### config.mk
export PLATFORM = sky130hd
export DESIGN_NAME = char_stream_tokenizer_unit
export DESIGN_NICKNAME = d
export VERILOG_FILES = /design/src/cst_pkg.sv /design/src/char_stream_tokenizer_unit.sv /design/src/cst_char_class.sv /design/src/cst_lexer.sv
export SDC_FILE = /design/constraint.sdc
export NUM_CORES = 1
export LEC_CHECK = 0
export BUFFER_PORTS_ARGS = -buffer_cell sky130_fd_sc_hd__buf_4
export CORE_MARGIN = 2
export CORE_UTILIZATION = 48
export CTS_CLUSTER_SIZE = 12
export DETAILED_ROUTE_END_ITERATION = 6
export PLACE_DENSITY_LB_ADDON = 0.08
export SYNTH_ARGS = -nofsm -noshare
export SYNTH_HDL_FRONTEND = slang
export SYNTH_SLANG_ARGS = --single-unit
### constraint.sdc
create_clock -name clk -period 6.3 [get_ports clk]
set_input_delay 0.63 -clock clk [delete_from_list [all_inputs] [get_ports clk]]
set_output_delay 0.63 -clock clk [all_outputs]
set_load 0.01 [all_outputs]
### src/cst_pkg.sv
// Shared types, constants and helpers for the character stream tokenizer.
// No dependencies; used by every module of the block.
`default_nettype none

package cst_pkg;

    // Counter widths for positions and lengths
    localparam int POS_BITS = 16;
    localparam int LEN_BITS = 16;
    localparam int OUT_BITS = 16;

    localparam logic [POS_BITS-1:0] POS_MAX = {POS_BITS{1'b1}};
    localparam logic [LEN_BITS-1:0] LEN_MAX = {LEN_BITS{1'b1}};
    localparam logic [POS_BITS-1:0] POS_ONE = POS_BITS'(1);
    localparam logic [LEN_BITS-1:0] LEN_ONE = LEN_BITS'(1);
    localparam logic [LEN_BITS-1:0] LEN_ZERO = '0;

    // Word opcodes
    localparam logic OP_CHAR = 1'b0;
    localparam logic OP_EOT  = 1'b1;

    // Bytes with a role of their own
    localparam logic [7:0] CH_NL    = 8'h0A;
    localparam logic [7:0] CH_TAB   = 8'h09;
    localparam logic [7:0] CH_SPACE = 8'h20;
    localparam logic [7:0] CH_SEMI  = 8'h3B;
    localparam logic [7:0] CH_GT    = 8'h3E;
    localparam logic [7:0] CH_LBRK  = 8'h5B;
    localparam logic [7:0] CH_RBRK  = 8'h5D;
    localparam logic [7:0] CH_COLON = 8'h3A;
    localparam logic [7:0] CH_DOT   = 8'h2E;

    localparam logic [2:0] KW_LEN = 3'd5;

    typedef enum logic [3:0] {
        CL_UNKNOWN = 4'd0,
        CL_NUMBER  = 4'd1,
        CL_COMMENT = 4'd2,
        CL_NEWLINE = 4'd3,
        CL_SPACE   = 4'd4,
        CL_OPER    = 4'd5,
        CL_SYMBOL  = 4'd6,
        CL_KEYWORD = 4'd7,
        CL_IDENT   = 4'd8
    } tok_class_t;

    // Byte classification result
    typedef struct packed {
        logic       is_digit;
        logic       is_alpha;
        logic       is_blank;
        logic       is_nl;
        tok_class_t start_class;
    } char_info_t;

    // One emitted token
    typedef struct packed {
        tok_class_t          tok_class;
        logic [OUT_BITS-1:0] start_line;
        logic [OUT_BITS-1:0] start_col;
        logic [OUT_BITS-1:0] tok_len;
        logic                end_of_text;
    } token_t;

    // Keyword text "micro", one byte per matched position
    function automatic logic [7:0] kw_char(input logic [2:0] idx);
        logic [7:0] c;
        unique case (idx)
            3'd0:    c = 8'h6D;
            3'd1:    c = 8'h69;
            3'd2:    c = 8'h63;
            3'd3:    c = 8'h72;
            3'd4:    c = 8'h6F;
            default: c = 8'h00;
        endcase
        return c;
    endfunction

    // Clamp a position to the output field width
    function automatic logic [OUT_BITS-1:0] sat_pos(input logic [POS_BITS-1:0] v);
        logic [63:0] wide;
        wide = 64'(v);
        return (wide > 64'({OUT_BITS{1'b1}})) ? {OUT_BITS{1'b1}} : wide[OUT_BITS-1:0];
    endfunction

    // Clamp a length to the output field width
    function automatic logic [OUT_BITS-1:0] sat_len(input logic [LEN_BITS-1:0] v);
        logic [63:0] wide;
        wide = 64'(v);
        return (wide > 64'({OUT_BITS{1'b1}})) ? {OUT_BITS{1'b1}} : wide[OUT_BITS-1:0];
    endfunction

endpackage

`default_nettype wire

### src/char_stream_tokenizer_unit.sv
// Top level of the character stream tokenizer: input word register, lexer, result register.
// Depends on cst_pkg and cst_lexer.
//
//  Channel  | Direction | tdata                                     | tuser          | tlast
//  s_axis   | in        | [7:0] chr                                 | [0] opcode     | -
//  m_axis   | out       | [15:0] start_line [31:16] start_col       | [3:0] tok_class| end_of_text
//           |           | [47:32] tok_len                           |                |
//
// One word per cycle while the result register is not stalled; a token passes the input word
// register, the lexer step and the result register after the word that closes it.
// Reset (rst_n low) puts the lexer at line 1, column 1 with no pending token.
// A stalled result holds in the result register; the input register keeps accepting
// as long as the result register is empty or being drained.
`default_nettype none

module char_stream_tokenizer_unit (
    input  wire logic        clk,
    input  wire logic        rst_n,
    input  wire logic        s_axis_tvalid,
    output logic             s_axis_tready,
    input  wire logic [7:0]  s_axis_tdata,   // [7:0] chr
    input  wire logic        s_axis_tuser,   // [0] opcode
    output logic             m_axis_tvalid,
    input  wire logic        m_axis_tready,
    output logic [47:0]      m_axis_tdata,   // [15:0] start_line, [31:16] start_col, [47:32] tok_len
    output logic [3:0]       m_axis_tuser,   // [3:0] tok_class
    output logic             m_axis_tlast    // end_of_text
);

    logic            in_valid_reg;
    logic            in_op_reg;
    logic [7:0]      in_chr_reg;
    logic            out_valid_reg;
    cst_pkg::token_t out_tok_reg;

    logic            advance;
    logic            step;
    logic            emit_valid;
    cst_pkg::token_t emit_tok;

    // Move the held word when the result register is free or draining
    assign advance       = !out_valid_reg || m_axis_tready;
    assign step          = in_valid_reg && advance;
    assign s_axis_tready = !in_valid_reg || advance;

    cst_lexer u_lexer (
        .clk        (clk),
        .rst_n      (rst_n),
        .step       (step),
        .opcode     (in_op_reg),
        .chr        (in_chr_reg),
        .emit_valid (emit_valid),
        .emit_tok   (emit_tok)
    );

    // Input word register
    always_ff @(posedge clk or negedge rst_n)
    begin
        if (!rst_n)
            in_valid_reg <= 1'b0;
        else if (s_axis_tready)
            in_valid_reg <= s_axis_tvalid;
    end

    always_ff @(posedge clk)
    begin
        if (s_axis_tvalid && s_axis_tready)
        begin
            in_op_reg  <= s_axis_tuser;
            in_chr_reg <= s_axis_tdata;
        end
    end

    // Result register
    always_ff @(posedge clk or negedge rst_n)
    begin
        if (!rst_n)
            out_valid_reg <= 1'b0;
        else if (step)
            out_valid_reg <= emit_valid;
        else if (m_axis_tready)
            out_valid_reg <= 1'b0;
    end

    always_ff @(posedge clk)
    begin
        if (emit_valid)
            out_tok_reg <= emit_tok;
    end

    // Drive the result word
    assign m_axis_tvalid = out_valid_reg;
    assign m_axis_tdata  = {out_tok_reg.tok_len, out_tok_reg.start_col, out_tok_reg.start_line};
    assign m_axis_tuser  = out_tok_reg.tok_class;
    assign m_axis_tlast  = out_tok_reg.end_of_text;

endmodule

`default_nettype wire

### src/cst_char_class.sv
// Byte classifier: digit, letter, blank flags and the class a token starts with.
// Depends on cst_pkg.
`default_nettype none

module cst_char_class (
    input  wire logic [7:0]          chr,
    output cst_pkg::char_info_t      info
);

    always_comb
    begin
        info.is_digit = (chr >= 8'h30) && (chr <= 8'h39);
        info.is_alpha = ((chr >= 8'h61) && (chr <= 8'h7A)) || ((chr >= 8'h41) && (chr <= 8'h5A));
        info.is_nl    = (chr == cst_pkg::CH_NL);
        info.is_blank = (chr == cst_pkg::CH_SPACE) || (chr == cst_pkg::CH_TAB) || info.is_nl;

        // Pick the class of a token opened by this byte
        if (info.is_digit)
            info.start_class = cst_pkg::CL_NUMBER;
        else if (chr == cst_pkg::CH_SEMI)
            info.start_class = cst_pkg::CL_COMMENT;
        else if (info.is_nl)
            info.start_class = cst_pkg::CL_NEWLINE;
        else if ((chr == cst_pkg::CH_SPACE) || (chr == cst_pkg::CH_TAB))
            info.start_class = cst_pkg::CL_SPACE;
        else if ((chr == cst_pkg::CH_GT) || (chr == cst_pkg::CH_LBRK) || (chr == cst_pkg::CH_RBRK))
            info.start_class = cst_pkg::CL_OPER;
        else if ((chr == cst_pkg::CH_COLON) || (chr == cst_pkg::CH_DOT))
            info.start_class = cst_pkg::CL_SYMBOL;
        else if (info.is_alpha)
            info.start_class = cst_pkg::CL_IDENT;
        else
            info.start_class = cst_pkg::CL_UNKNOWN;
    end

endmodule

`default_nettype wire

### src/cst_lexer.sv
// Token state and single-step update: grows or closes the pending token per word.
// Depends on cst_pkg and cst_char_class.
`default_nettype none

module cst_lexer (
    input  wire logic                clk,
    input  wire logic                rst_n,
    input  wire logic                step,
    input  wire logic                opcode,
    input  wire logic [7:0]          chr,
    output logic                     emit_valid,
    output cst_pkg::token_t          emit_tok
);

    cst_pkg::char_info_t info;

    cst_pkg::tok_class_t               class_reg, class_next;
    logic [cst_pkg::LEN_BITS-1:0]      len_reg, len_next;
    logic [cst_pkg::POS_BITS-1:0]      tok_line_reg, tok_line_next;
    logic [cst_pkg::POS_BITS-1:0]      tok_col_reg, tok_col_next;
    logic [2:0]                        kw_matched_reg, kw_matched_next;
    logic                              kw_broken_reg, kw_broken_next;
    logic [cst_pkg::POS_BITS-1:0]      line_reg, line_next;
    logic [cst_pkg::POS_BITS-1:0]      col_reg, col_next;

    logic [cst_pkg::LEN_BITS-1:0]      len_grown;
    logic                              kw_hit;
    logic [2:0]                        kw_fed;
    logic                              kw_start_hit;
    logic                              grows;

    cst_char_class u_class (
        .chr  (chr),
        .info (info)
    );

    // Keyword tracking for a byte that continues a letter token
    assign kw_hit       = !kw_broken_reg && (kw_matched_reg < cst_pkg::KW_LEN)
                          && (chr == cst_pkg::kw_char(kw_matched_reg));
    assign kw_fed       = kw_hit ? kw_matched_reg + 3'd1 : kw_matched_reg;
    assign kw_start_hit = (chr == cst_pkg::kw_char(3'd0));
    assign len_grown    = (len_reg == cst_pkg::LEN_MAX) ? len_reg : len_reg + cst_pkg::LEN_ONE;

    // Decide whether the byte extends the pending token
    always_comb
    begin
        case (class_reg)
            cst_pkg::CL_UNKNOWN:                     grows = !info.is_blank;
            cst_pkg::CL_KEYWORD, cst_pkg::CL_IDENT:  grows = info.is_digit || info.is_alpha;
            cst_pkg::CL_COMMENT:                     grows = !info.is_nl;
            cst_pkg::CL_NUMBER:                      grows = info.is_digit;
            default:                                 grows = 1'b0;
        endcase
    end

    // Report the pending token
    always_comb
    begin
        emit_tok.tok_class   = class_reg;
        emit_tok.start_line  = cst_pkg::sat_pos(tok_line_reg);
        emit_tok.start_col   = cst_pkg::sat_pos(tok_col_reg);
        emit_tok.tok_len     = cst_pkg::sat_len(len_reg);
        emit_tok.end_of_text = (opcode == cst_pkg::OP_EOT);
        emit_valid = step && (len_reg != cst_pkg::LEN_ZERO)
                     && ((opcode == cst_pkg::OP_EOT) || !grows);
    end

    // Next state
    always_comb
    begin
        class_next      = class_reg;
        len_next        = len_reg;
        tok_line_next   = tok_line_reg;
        tok_col_next    = tok_col_reg;
        kw_matched_next = kw_matched_reg;
        kw_broken_next  = kw_broken_reg;
        line_next       = line_reg;
        col_next        = col_reg;

        if (opcode == cst_pkg::OP_EOT)
        begin
            // Flush and return to the reset state
            class_next      = cst_pkg::CL_UNKNOWN;
            len_next        = cst_pkg::LEN_ZERO;
            tok_line_next   = cst_pkg::POS_ONE;
            tok_col_next    = cst_pkg::POS_ONE;
            kw_matched_next = 3'd0;
            kw_broken_next  = 1'b0;
            line_next       = cst_pkg::POS_ONE;
            col_next        = cst_pkg::POS_ONE;
        end
        else
        begin
            if ((len_reg == cst_pkg::LEN_ZERO) || !grows)
            begin
                // Open a new token at the current position
                tok_line_next   = line_reg;
                tok_col_next    = col_reg;
                len_next        = cst_pkg::LEN_ONE;
                kw_matched_next = 3'd0;
                kw_broken_next  = 1'b0;
                class_next      = info.start_class;
                if (info.is_alpha)
                begin
                    kw_matched_next = kw_start_hit ? 3'd1 : 3'd0;
                    kw_broken_next  = !kw_start_hit;
                    class_next      = cst_pkg::CL_IDENT;
                end
            end
            else
            begin
                // Grow the pending token
                len_next = len_grown;
                if (class_reg == cst_pkg::CL_UNKNOWN)
                begin
                    if (info.is_digit || info.is_alpha)
                    begin
                        kw_broken_next = 1'b1;
                        class_next     = cst_pkg::CL_IDENT;
                    end
                end
                else if ((class_reg == cst_pkg::CL_KEYWORD) || (class_reg == cst_pkg::CL_IDENT))
                begin
                    kw_matched_next = kw_fed;
                    kw_broken_next  = !kw_hit;
                    class_next      = (kw_hit && (kw_fed == cst_pkg::KW_LEN))
                                      ? cst_pkg::CL_KEYWORD : cst_pkg::CL_IDENT;
                end
            end

            // Advance the source position
            if (info.is_nl)
            begin
                col_next = cst_pkg::POS_ONE;
                if (line_reg != cst_pkg::POS_MAX)
                    line_next = line_reg + cst_pkg::POS_ONE;
            end
            else if (col_reg != cst_pkg::POS_MAX)
            begin
                col_next = col_reg + cst_pkg::POS_ONE;
            end
        end
    end

    // State registers
    always_ff @(posedge clk or negedge rst_n)
    begin
        if (!rst_n)
        begin
            class_reg      <= cst_pkg::CL_UNKNOWN;
            len_reg        <= cst_pkg::LEN_ZERO;
            tok_line_reg   <= cst_pkg::POS_ONE;
            tok_col_reg    <= cst_pkg::POS_ONE;
            kw_matched_reg <= 3'd0;
            kw_broken_reg  <= 1'b0;
            line_reg       <= cst_pkg::POS_ONE;
            col_reg        <= cst_pkg::POS_ONE;
        end
        else if (step)
        begin
            class_reg      <= class_next;
            len_reg        <= len_next;
            tok_line_reg   <= tok_line_next;
            tok_col_reg    <= tok_col_next;
            kw_matched_reg <= kw_matched_next;
            kw_broken_reg  <= kw_broken_next;
            line_reg       <= line_next;
            col_reg        <= col_next;
        end
    end

endmodule

`default_nettype wire

== Yosys cells after proc, flatten, opt, wreduce, memory -nomap -nowiden ==
Cells that the tools add are included.
W data, S select, Z words.

* Bits in read-only memories: 0
* Memory bits (writable): 0
* Output and inout port bits: 55
* Latch bits: 0
* Register bits after elaboration: 152
* Input port bits: 13
* Memories: 0

* Equality and inequality tests: 26
* Reduce and logical (&&, ||, !) cells: 48
* Shift operators: 0
* Add/subtract/negate cells: 4
* Magnitude comparators: 7
* Muxes and demuxes: 43
* Multipliers: 0
* Bitwise logic cells: 0
* Divide/modulo/power cells: 0

{| class="wikitable"
|+ Operators by type and width
! kind !! count
|-
| $mux W16 || 13
|-
| $add A16 B1 Y16 const B || 3
|-
| $eq A8 B6 Y1 const B || 5
|-
| $mux W3 || 12
|-
| $pmux W7 S5 || 1
|-
| $ne A16 B16 Y1 const B || 2
|-
| $mux W4 || 7
|-
| $eq A8 B7 Y1 const B || 3
|-
| $eq A16 B16 Y1 const B || 1
|-
| $eq A8 B4 Y1 const B || 2
|-
| $ge A8 B7 Y1 const B || 2
|-
| $le A8 B7 Y1 const B || 2
|-
| $logic_not A16 Y1 || 1
|-
| $reduce_bool A16 Y1 || 1
|-
| $logic_or A1 B1 Y1 || 12
|-
| $logic_and A1 B1 Y1 || 10
|-
| $mux W1 || 9
|-
| $reduce_and A3 Y1 || 3
|-
| $eq A8 B7 Y1 || 1
|-
| $ge A8 B6 Y1 const B || 1
|-
| $le A8 B6 Y1 const B || 1
|-
| $logic_not A1 Y1 || 8
|-
| $reduce_bool A2 Y1 || 4
|-
| $eq A3 B2 Y1 const B || 2
|-
| other kinds (18) || 22
|}

== Depth between registers and ports, before layout ==
Gate-level depths: netlist of run 1.

* Word-level depth: 12
* Depth in mapped cells: 10

== By module ==
A second synthesis of run 1 with hierarchy kept.

* Cells, all modules: 619
* Area total of the unflattened synthesis: 6851.6 sq um

{| class="wikitable"
|+ By module, submodules not included
! module !! cells each !! instances !! area an instance (sq um)
|-
| cst_lexer || 511 || 1 || 4644.5
|-
| char_stream_tokenizer_unit || 71 || 1 || 1968.1
|-
| cst_char_class || 37 || 1 || 239.0
|}

== Worst setup path after synthesis of run 1 ==
No wires, ideal clock.

* Path type: register -> register
* From: reg in_chr_reg[2]
* To: reg out_tok_reg, in the netlist m_axis_tdata[0] (enable)
* Data arrival time: 2.562 ns
* Cell stages (with the launch flop): 7
* Setup slack: 3.331 ns
* Data required time: 5.893 ns
* Clock period less this slack: 2.969 ns
* Cells stage by stage: edfxtp_1 nor4_2 nand2_1 o211a_2 nor3_1 o211ai_1 inv_1

* Cells in the longest elaborated chain, start to end: 8
* Elaborated cells on any way between the ends: 22

{| class="wikitable"
|+ RTL lines
! element !! line !! RTL
|-
| from (decl) || char_stream_tokenizer_unit.sv:32 || <nowiki>logic [7:0] in_chr_reg;</nowiki>
|-
| from (signal assigned) || char_stream_tokenizer_unit.sv:70 || <nowiki>in_chr_reg <= s_axis_tdata;</nowiki>
|-
| $ge A8 B7 Y1, or another cell as far along || cst_char_class.sv:13 || <nowiki>info.is_alpha = ((chr >= 8'h61) && (chr <= 8'h7A)) || ((chr >= 8'h41) && (chr <= 8'h5A));</nowiki>
|-
| $logic_and A1 B1 Y1 or $logic_or A1 B1 Y1 (tied branches) || cst_char_class.sv:13, cst_char_class.sv:15 ||
|-
| $logic_or A1 B1 Y1 (on tied branches) || cst_char_class.sv:13, cst_char_class.sv:15 ||
|-
| $logic_or A1 B1 Y1 or $logic_not A1 Y1 (tied branches) || cst_lexer.sv:49, cst_lexer.sv:48 ||
|-
| $pmux W1 S4 (*) || cst_lexer.sv:47 || <nowiki>case (class_reg)</nowiki>
|-
| $logic_not A1 Y1 (*) || cst_lexer.sv:65 || <nowiki>&& ((opcode == cst_pkg::OP_EOT) || !grows);</nowiki>
|-
| $logic_or A1 B1 Y1 (*) || cst_lexer.sv:65 ||
|-
| $logic_and A1 B1 Y1 (*) || cst_lexer.sv:65 ||
|-
| net emit_valid || char_stream_tokenizer_unit.sv:38 || <nowiki>logic emit_valid;</nowiki>
|-
| to (signal assigned) || char_stream_tokenizer_unit.sv:88 || <nowiki>out_tok_reg <= emit_tok;</nowiki>
|-
| to (decl) || char_stream_tokenizer_unit.sv:34 || <nowiki>cst_pkg::token_t out_tok_reg;</nowiki>
|}

The timed path passes the listed nets; every way through them passes the cells marked *.
A chain may end at the register's enable or synchronous reset.

== Worst setup path after layout of run 1 ==
* From: reg in_chr_reg[2]
* To: reg u_lexer.tok_line_reg[9] in the netlist's numbering

* Cells in the longest elaborated chain, start to end: 9
* Elaborated cells on any way between the ends: 23

{| class="wikitable"
|+ RTL lines
! element !! line !! RTL
|-
| $ge A8 B7 Y1, or another cell as far along || cst_char_class.sv:13 ||
|-
| $logic_and A1 B1 Y1 or $logic_or A1 B1 Y1 (tied branches) || cst_char_class.sv:13, cst_char_class.sv:15 ||
|-
| $logic_or A1 B1 Y1 (on tied branches) || cst_char_class.sv:13, cst_char_class.sv:15 ||
|-
| $logic_or A1 B1 Y1 or $logic_not A1 Y1 (tied branches) || cst_lexer.sv:49, cst_lexer.sv:48 ||
|-
| $pmux W1 S4 (*) || cst_lexer.sv:47 ||
|-
| $logic_not A1 Y1 (*) || cst_lexer.sv:94 || <nowiki>if ((len_reg == cst_pkg::LEN_ZERO) || !grows)</nowiki>
|-
| $logic_or A1 B1 Y1 (*) || cst_lexer.sv:94 ||
|-
| $reduce_bool A2 Y1 (no source line) (*) || n/a ||
|-
| $reduce_and A2 Y1 (no source line) (*) || n/a ||
|-
| to (signal assigned) || cst_lexer.sv:152 || <nowiki>tok_line_reg <= cst_pkg::POS_ONE;</nowiki>
|-
| to (signal assigned) || cst_lexer.sv:163 || <nowiki>tok_line_reg <= tok_line_next;</nowiki>
|-
| to (decl) || cst_lexer.sv:19 || <nowiki>logic [cst_pkg::POS_BITS-1:0] tok_line_reg, tok_line_next;</nowiki>
|}

Every way passes the cells marked *; elsewhere a longest branch is shown, timed or not.

==> results of run 1 <==
## worst register-to-register path: cells and delay by family (launching register included)
kind                   cells  cell delay (ns)
AO/OA/AOI/OAI              2             0.67
buffers and inverters      1             0.44
flip-flops                 1             0.59
AND/OR/NAND/NOR            5             1.42
## layer usage
metal  vias up  global-route usage [%]  part of all wire (%)
met4         0                    7.54                   1.0
li1       2335                       -                     -
met2        96                    30.2                    48
met1      2321                    26.5                    47
met3        12                    4.46                   3.8
met5         -                       0                     0
## through the flow
| step | setup WS (ns) | hold slack [ns] | std cells |
|---|---|---|---|
| global placement | 3.20 | 0.433 | 845 |
| detailed placement | 3.09 | 0.432 | 845 |
| CTS | 3.05 | 0.369 | 878 |
| finish | 3.12 | 0.387 | 878 |
| floorplan | 3.33 | 0.334 | 619 |
| global route | 2.78 | 0.366 | 878 |
## kinds of logic (layout without fill, tap and decap cells)
| group | count (synthesis) | after routing |
|---|---|---|
| AOI/OAI and AO/OA | 89 | 89 |
| xor gates and xnor gates | 32 | 32 |
| adders and majority gates | 10 | 10 |
| buffers and inverters | 40 | 119 |
| DFF | 152 | 152 |
| muxes | 3 | 3 |
| and+or+nand+nor | 293 | 293 |
## worst min path at each step
stage	start	endpoint	slack [ns]	cells after the start
after global routing	s_axis_tdata[2]	in_chr_reg[2]	0.37	1
after global placement	rst_n	u_lexer.class_reg[1]	0.43	1
after detailed placement	u_lexer.tok_line_reg[15]	m_axis_tdata[15]	0.43	0
final	s_axis_tdata[7]	in_chr_reg[7]	0.39	1
after CTS	s_axis_tdata[7]	in_chr_reg[7]	0.37	1
after floorplan	rst_n	in_valid_reg	0.33	0
## where the power goes
part	internal [mW]	switching (mW)	leakage, nW	total, mW
sequential	1.27	0.116	1.82	1.38
combinational	0.267	0.437	1.37	0.704
clock	0.624	0.404	0.301	1.03
## synth_stat cells, types with 12 or more instances
master	count	area share (%)
o21ai_0	35	2.6
xor2_1	24	3.1
a21oi_1	16	1.2
dfrtp_1	86	32
inv_1	16	0.89
nor2_1	52	2.9
nand2_1	100	5.6
nand3_1	46	3.4
edfxtp_1	62	28
clkbuf_1	12	0.67
nor3_1	14	1.0
and3_1	17	1.6
## layout make-up
type / count / share of cell area [%]
multi-input cells: 427 / 30.8
well taps: 180 / 2.81
repair buffers: 71 / 6.69
clock inverters: 15 / 2.20
inverters: 16 / 0.750
flip-flops and latches: 152 / 51.4
clock buffers: 17 / 5.31
## timing repair
action,CTS,global route
resized for setup,0,0
endpoints found under the setup margin,0,0
hold buffers,1,0
endpoints found under the hold margin,4,0
## placed cells by master, fill, tap and decap left out, types with 3 or more instances in the layout
| master | count |
|---|---|
| a21oi_1 | 16 |
| and4_1 | 3 |
| inv_1 | 15 |
| buf_4 | 70 |
| dfrtp_1 | 86 |
| dfstp_2 | 4 |
| clkinv_2 | 5 |
| a31oi_1 | 6 |
| xnor2_1 | 8 |
| or3_1 | 6 |
| a211oi_1 | 4 |
| nand2b_1 | 5 |
| nand2_1 | 100 |
| edfxtp_1 | 62 |
| and3_1 | 17 |
| bufinv_16 | 3 |
| nor2b_1 | 5 |
| o21ai_0 | 35 |
| clkbuf_16 | 17 |
| o31ai_1 | 4 |
| clkinv_4 | 5 |
| ha_1 | 10 |
| nor3_1 | 14 |
| nor4_1 | 9 |
| nand4b_1 | 3 |
| nand3_1 | 46 |
| xor2_1 | 24 |
| nand4_1 | 10 |
| nor2_1 | 52 |
| and2_1 | 6 |
| nor4_2 | 3 |
==> results by group, run 1 <==
Timing
  – Final-report hold violation count: 0
  – Final setup viols: 0
  – Worst Clk Skew: 0.0123 ns
  – Slew headroom: 22.5%
  – F_max: 314 MHz
  – Slew @ Worst Pin: 1.16 ns
  – Tcrit/Tclk final: between 50% and 60%
  – RSZ-0062 raised after global routing: no
  – Sum Neg Setup Slack: 0 ns
  – Final Slew Violations: 0
  – Crit path time final: 3.18 ns

Worst setup path
  – Delay-heaviest family, CP: simple AND/OR/NAND/NOR gates
  – Critical path arrival: 3.54 ns
  – Worst Setup EP: u_lexer.tok_line_reg[9]
  – R2R depth: 8
  – Critical Path Fanout Max: 29
  – Crit end category: flip-flop
  – CP peak stage delay: 0.63 ns
  – RR Startpoint: in_chr_reg[2]
  – Buf/Inv on CP: 1
  – Critical path cell sequence: nor4_2 -> nand2_1 -> o211a_2 -> o311ai_4 -> and2_1 -> buf_4 -> nand3_1 -> nand2_1
  – Reg2reg end: u_lexer.tok_line_reg[9]
  – Worst setup SP type: flip-flop
  – Req. time, crit path: 6.66 ns
  – CP most frequent cell: nand2_1
  – Crit. path cell count: 8
  – Crit path launch: in_chr_reg[2]
  – FF-to-FF setup slack: 3.12 ns
  – Worst path slowest cell: and2_1
  – Setup CP Type: reg2reg

Drt
  – Via Count: 4764
  – Total wire length: 13500 microns
  – Antenna-violating nets left: 0
  – Iteration-0 DRC Markers: 327
  – Initial DRT Pass Iterations: 4
  – Routed wire length per instance: 15.4 microns
  – Drt via density: 5.43
  – # DRC: 0

Global routing
  – Overall global routing resource usage: 19.4%
  – Largest net degree at the start of global routing: 87
  – Vias in the first global route: 4511
  – First-pass GRT wire length: 22400 microns
  – Initial antenna violation count: 0
  – Congestion Overflow GR: 0

Floorplanning
  – Die height: 123 microns
  – I/O Pins: 68
  – DIE WIDTH: 123 microns
  – Die footprint: ~15000 sq um
  – Initial Util: 48.9%
  – # rows: 43
  – Core area: 13800 sq um

Clock network
  – H-tree depth: 4
  – CTS tree: built
  – Clk buf depth: 2
  – Skew-Pair Late Insertion Delay: 0.42 ns
  – Post-CTS Setup Bufs: 0
  – CTS root buffer: clkbuf_16
  – CTS sink cnt: between 150 and 200
  – TritonCTS Buffers: 17
  – Clock slew at reported path FFs: 0.06 ns

Status
  – Status: finished, final reports clean

Synthesis
  – Post-synthesis average cell area: 10.9 sq um
  – FF+latch count, synth: 152
  – Compound-gate portion of the synthesized area: 8.85%
  – Fraction of registers with async set/reset: about three fifths
  – Cells after Synth: 619
  – Cell area after synthesis: 6760 sq um
  – Simple-Gate Fraction of Synth Area: 21.2%
  – Yosys Warn Count: 0
  – Synth Flop Type: dfrtp_1
  – EDFF count, synth: 62
  – Main combinational cell family by area after synthesis: simple AND/OR/NAND/NOR gates
  – Register area share after synthesis: 60.9%
  – Post-Synth XOR/XNOR Area: around 4.1%
  – Synthesized Nets: approximately 640
  – Post-Synth Adder-Cell Area: 1.85%
  – Multiplexer share of the synthesized area: 0.463%
  – Distinct cells, synth: 61

Pwr
  – Leakage: roughly 3.5 nW
  – Maximum VDD drop: 0.191 mV
  – Tot Pwr: 3.12 mW
  – PD cells: about 390 nW/um^2

Final layout
  – Max reg flops: 48
  – Share of cells above drive strength 1: between 15 and 20%
  – Sequential cell area: 4120 sq um
  – Final Core Density: a little under 60%
  – Fillcell total: 1167
  – Multi-input logic area: 2470 sq um
  – Final #Nets: 708
  – Final instance area: 8010 sq um
  – Area Growth Syn to Fin: 18.4%
  – N_diodes: 0

Place
  – # port buffers: 67
  – Routability Congestion: ~0.86
  – Hpwl dp: 8870 microns
  – Placed Area: 7400 sq um

Min path
  – Hold Path Class: in2reg

Run
  – Max-Cap Viols: 0
Power figures use the tool's default switching activity.
==> run 2, diff against run 1 <==
==> constraint.sdc (replaced) <==
create_clock -name clk -period 3 [get_ports clk]
set_input_delay 0.3 -clock clk [delete_from_list [all_inputs] [get_ports clk]]
set_output_delay 0.3 -clock clk [all_outputs]
set_load 0.01 [all_outputs]
==> run 2 against run 1 <==
Compared with the run above: utilization grew 0.88 points; first-iteration DRC count shrank 12%; critical path depth is the same; total power increased by 110%; die area unchanged; clock power grew 110%; sequential power up 110%; global-route usage up 0.51 points; setup slack got worse by 2.9 ns; register-to-register slack got worse by 2.9 ns; largest power group unchanged.
==> results by group, run 2 (same netlist as run 1, synthesis figures left out) <==
Status
  – Status: finished, final reports clean (unchanged)

Timing
  – Worst Clk Skew: 0.00677 ns (was 0.0123 ns)
  – Tcrit/Tclk final: 91.3% (was 50.5%)
  – Worst setup margin: 0.260 ns (was 3.12 ns)
  – Final setup viols: 0 (unchanged)
  – RSZ-0062 raised after global routing: no (unchanged)
  – Final Slew Violations: 0 (unchanged)
  – Final-report hold violation count: 0 (unchanged)
  – Slew headroom: 58.4% (was 22.5%)
  – Sum Neg Setup Slack: 0 ns (unchanged)
  – Crit path time final: 2.74 ns (was 3.18 ns)
  – F_max: 365 MHz (was 314 MHz)
  – Slew @ Worst Pin: 0.624 ns (was 1.16 ns)

Worst setup path
  – Reg2reg end: u_lexer.kw_matched_reg[1] (was u_lexer.tok_line_reg[9])
  – Critical Path Fanout Max: 17 (was 29)
  – Setup CP Type: reg2reg (unchanged)
  – Worst Setup EP: u_lexer.kw_matched_reg[1] (was u_lexer.tok_line_reg[9])
  – R2R depth: 8 (unchanged)
  – FF-to-FF setup slack: 0.26 ns (was 3.12 ns)
  – Crit path launch: in_chr_reg[2] (unchanged)
  – Worst setup SP type: flip-flop (unchanged)
  – Critical path arrival: 3.05 ns (was 3.54 ns)
  – Crit end category: flip-flop (unchanged)
  – Req. time, crit path: 3.31 ns (was 6.66 ns)
  – RR Startpoint: in_chr_reg[2] (unchanged)

Global routing
  – First-pass GRT wire length: 23100 microns (was 22400 microns)
  – Largest net degree at the start of global routing: 48 (was 87)
  – Congestion Overflow GR: 0 (unchanged)
  – Vias in the first global route: 4646 (was 4511)
  – Overall global routing resource usage: 19.9% (was 19.4%)
  – Initial antenna violation count: 0 (unchanged)

Floorplanning
  – DIE WIDTH: 123 microns (unchanged)
  – Die height: 123 microns (unchanged)
  – I/O Pins: 68 (unchanged)
  – Core area: 13800 sq um (unchanged)
  – Die footprint: 15100 sq um (unchanged)
  – # rows: 43 (unchanged)
  – Initial Util: 48.9% (unchanged)

Clock network
  – H-tree depth: 4 (unchanged)
  – Skew-Pair Late Insertion Delay: 0.43 ns (was 0.42 ns)
  – Clk buf depth: 2 (unchanged)
  – Clock slew at reported path FFs: 0.06 ns (about the same)
  – CTS root buffer: clkbuf_16 (unchanged)
  – CTS sink cnt: 152 (unchanged)
  – CTS tree: built (unchanged)
  – Post-CTS Setup Bufs: 0 (unchanged)
  – TritonCTS Buffers: 17 (unchanged)

Run
  – Max-Cap Viols: 0 (unchanged)

Final layout
  – Max reg flops: 48 (unchanged)
  – Final #Nets: 719 (was 708)
  – Finished Layout Cells: 889 (was 878)
  – Leading cell type in the layout, fill and taps excluded: nand2_1 (unchanged)
  – Area Growth Syn to Fin: 20.2% (was 18.4%)
  – Share of cells above drive strength 1: 18.5% (was 17.3%)
  – N_diodes: 0 (unchanged)
  – Most frequent cells in the layout: nand2_1 (100), dfrtp_1 (86), buf_4 (79) (was nand2_1 (100), dfrtp_1 (86), buf_4 (70))

Place
  – Routability Congestion: 0.870 (was 0.860)
  – # port buffers: 67 (unchanged)
  – Place WS: 0.269 ns (was 3.09 ns)
  – Hpwl dp: 9200 microns (was 8870 microns)
  – Post-Place Cells: 856 (was 845)

Drt
  – # DRC: 0 (unchanged)
  – Total wire length: 13600 microns (was 13500 microns)
  – Routed wire length per instance: 15.3 microns (was 15.4 microns)
  – Via Count: 4827 (was 4764)
  – Initial DRT Pass Iterations: 5 (was 4)
  – Iteration-0 DRC Markers: 287 (was 327)
  – Drt via density: 5.43 (about the same)
  – Antenna-violating nets left: 0 (unchanged)

Min path
  – Hold Path Class: in2reg (unchanged)
  – Hold Path Cell Cnt: 1 (unchanged)

Pwr
  – Tot Pwr: 6.69 mW (was 3.12 mW)
  – Maximum VDD drop: 0.341 mV (was 0.191 mV)
  – PD cells: 823 nW/um^2 (was 389 nW/um^2)
  – Leakage: 3.55 nW (was 3.49 nW)
## run 2: cell types whose count changed in the layout (fill, tap and decap cells not counted), moves of 2 or more
cell,delta
clkbuf_1,+2
buf_12,+2
clkinvlp_4,+2
clkinv_4,-5
buf_4,+9
## run 2: power by group
group / switching [mW] / internal [mW]
Sequential: 0.236 / 2.65
Combinational: 0.939 / 0.646
Clock: 0.827 / 1.39
## run 2: timing repair
action,CTS,global route
hold endpoints to repair,44,0
hold buffers,1,0
endpoints found under the setup margin,0,4
resized for setup,0,1
## run 2: layer usage
metal	GRT usage, %	up-vias	share of wire (%)
met5	0	-	0
met4	6.39	0	1.3
met3	5.72	13	3.5
met2	31.6	98	49
met1	26.5	2345	46
li1	-	2371	-
## run 2: layout make-up
| cell class | count | area, sq um |
|---|---|---|
| Inverter | 16 | 60.1 |
| Tap cell | 180 | 225 |
| Sequential cell | 152 | 4120 |
| Fill cell | 1152 | 5700 |
| Clock inverter | 13 | 178 |
| Timing Repair Buffer | 82 | 643 |
| Clock buffer | 19 | 433 |
| Multi-Input combinational cell | 427 | 2470 |
## run 2: worst min path at each step
stage,startpoint,end,slack (ns)
after floorplan,rst_n,in_valid_reg,0.004
after global placement,rst_n,in_valid_reg,0.35
after detailed placement,rst_n,u_lexer.kw_matched_reg[0],0.36
after CTS,s_axis_tdata[3],in_chr_reg[3],0.03
after global routing,s_axis_tdata[5],in_chr_reg[5],0.02
final,s_axis_tdata[3],in_chr_reg[3],0.05
## run 2: stage by stage
| step | hold WS, ns | utilization, % | area, sq um |
|---|---|---|---|
| 6_report | 0.0486 | 58.8 | 8130 |
| 5_1_grt | 0.0247 | 58.8 | 8130 |
| 4_1_cts | 0.0287 | 58.8 | 8120 |
| 3_5_place_dp | 0.362 | 54.3 | 7500 |
| 3_3_place_gp | 0.351 | 54.3 | 7500 |
| 2_1_floorplan | 0.00441 | - | 6760 |
## run 2: worst max-delay path: stages (launching register included)
cell	delay (ns)
edfxtp_1	0.59
nor4_2	0.49
nand2_1	0.12
o211a_2	0.30
o311ai_4	0.38
and2_1	0.20
buf_4	0.23
nor2_1	0.11
a32o_1	0.21
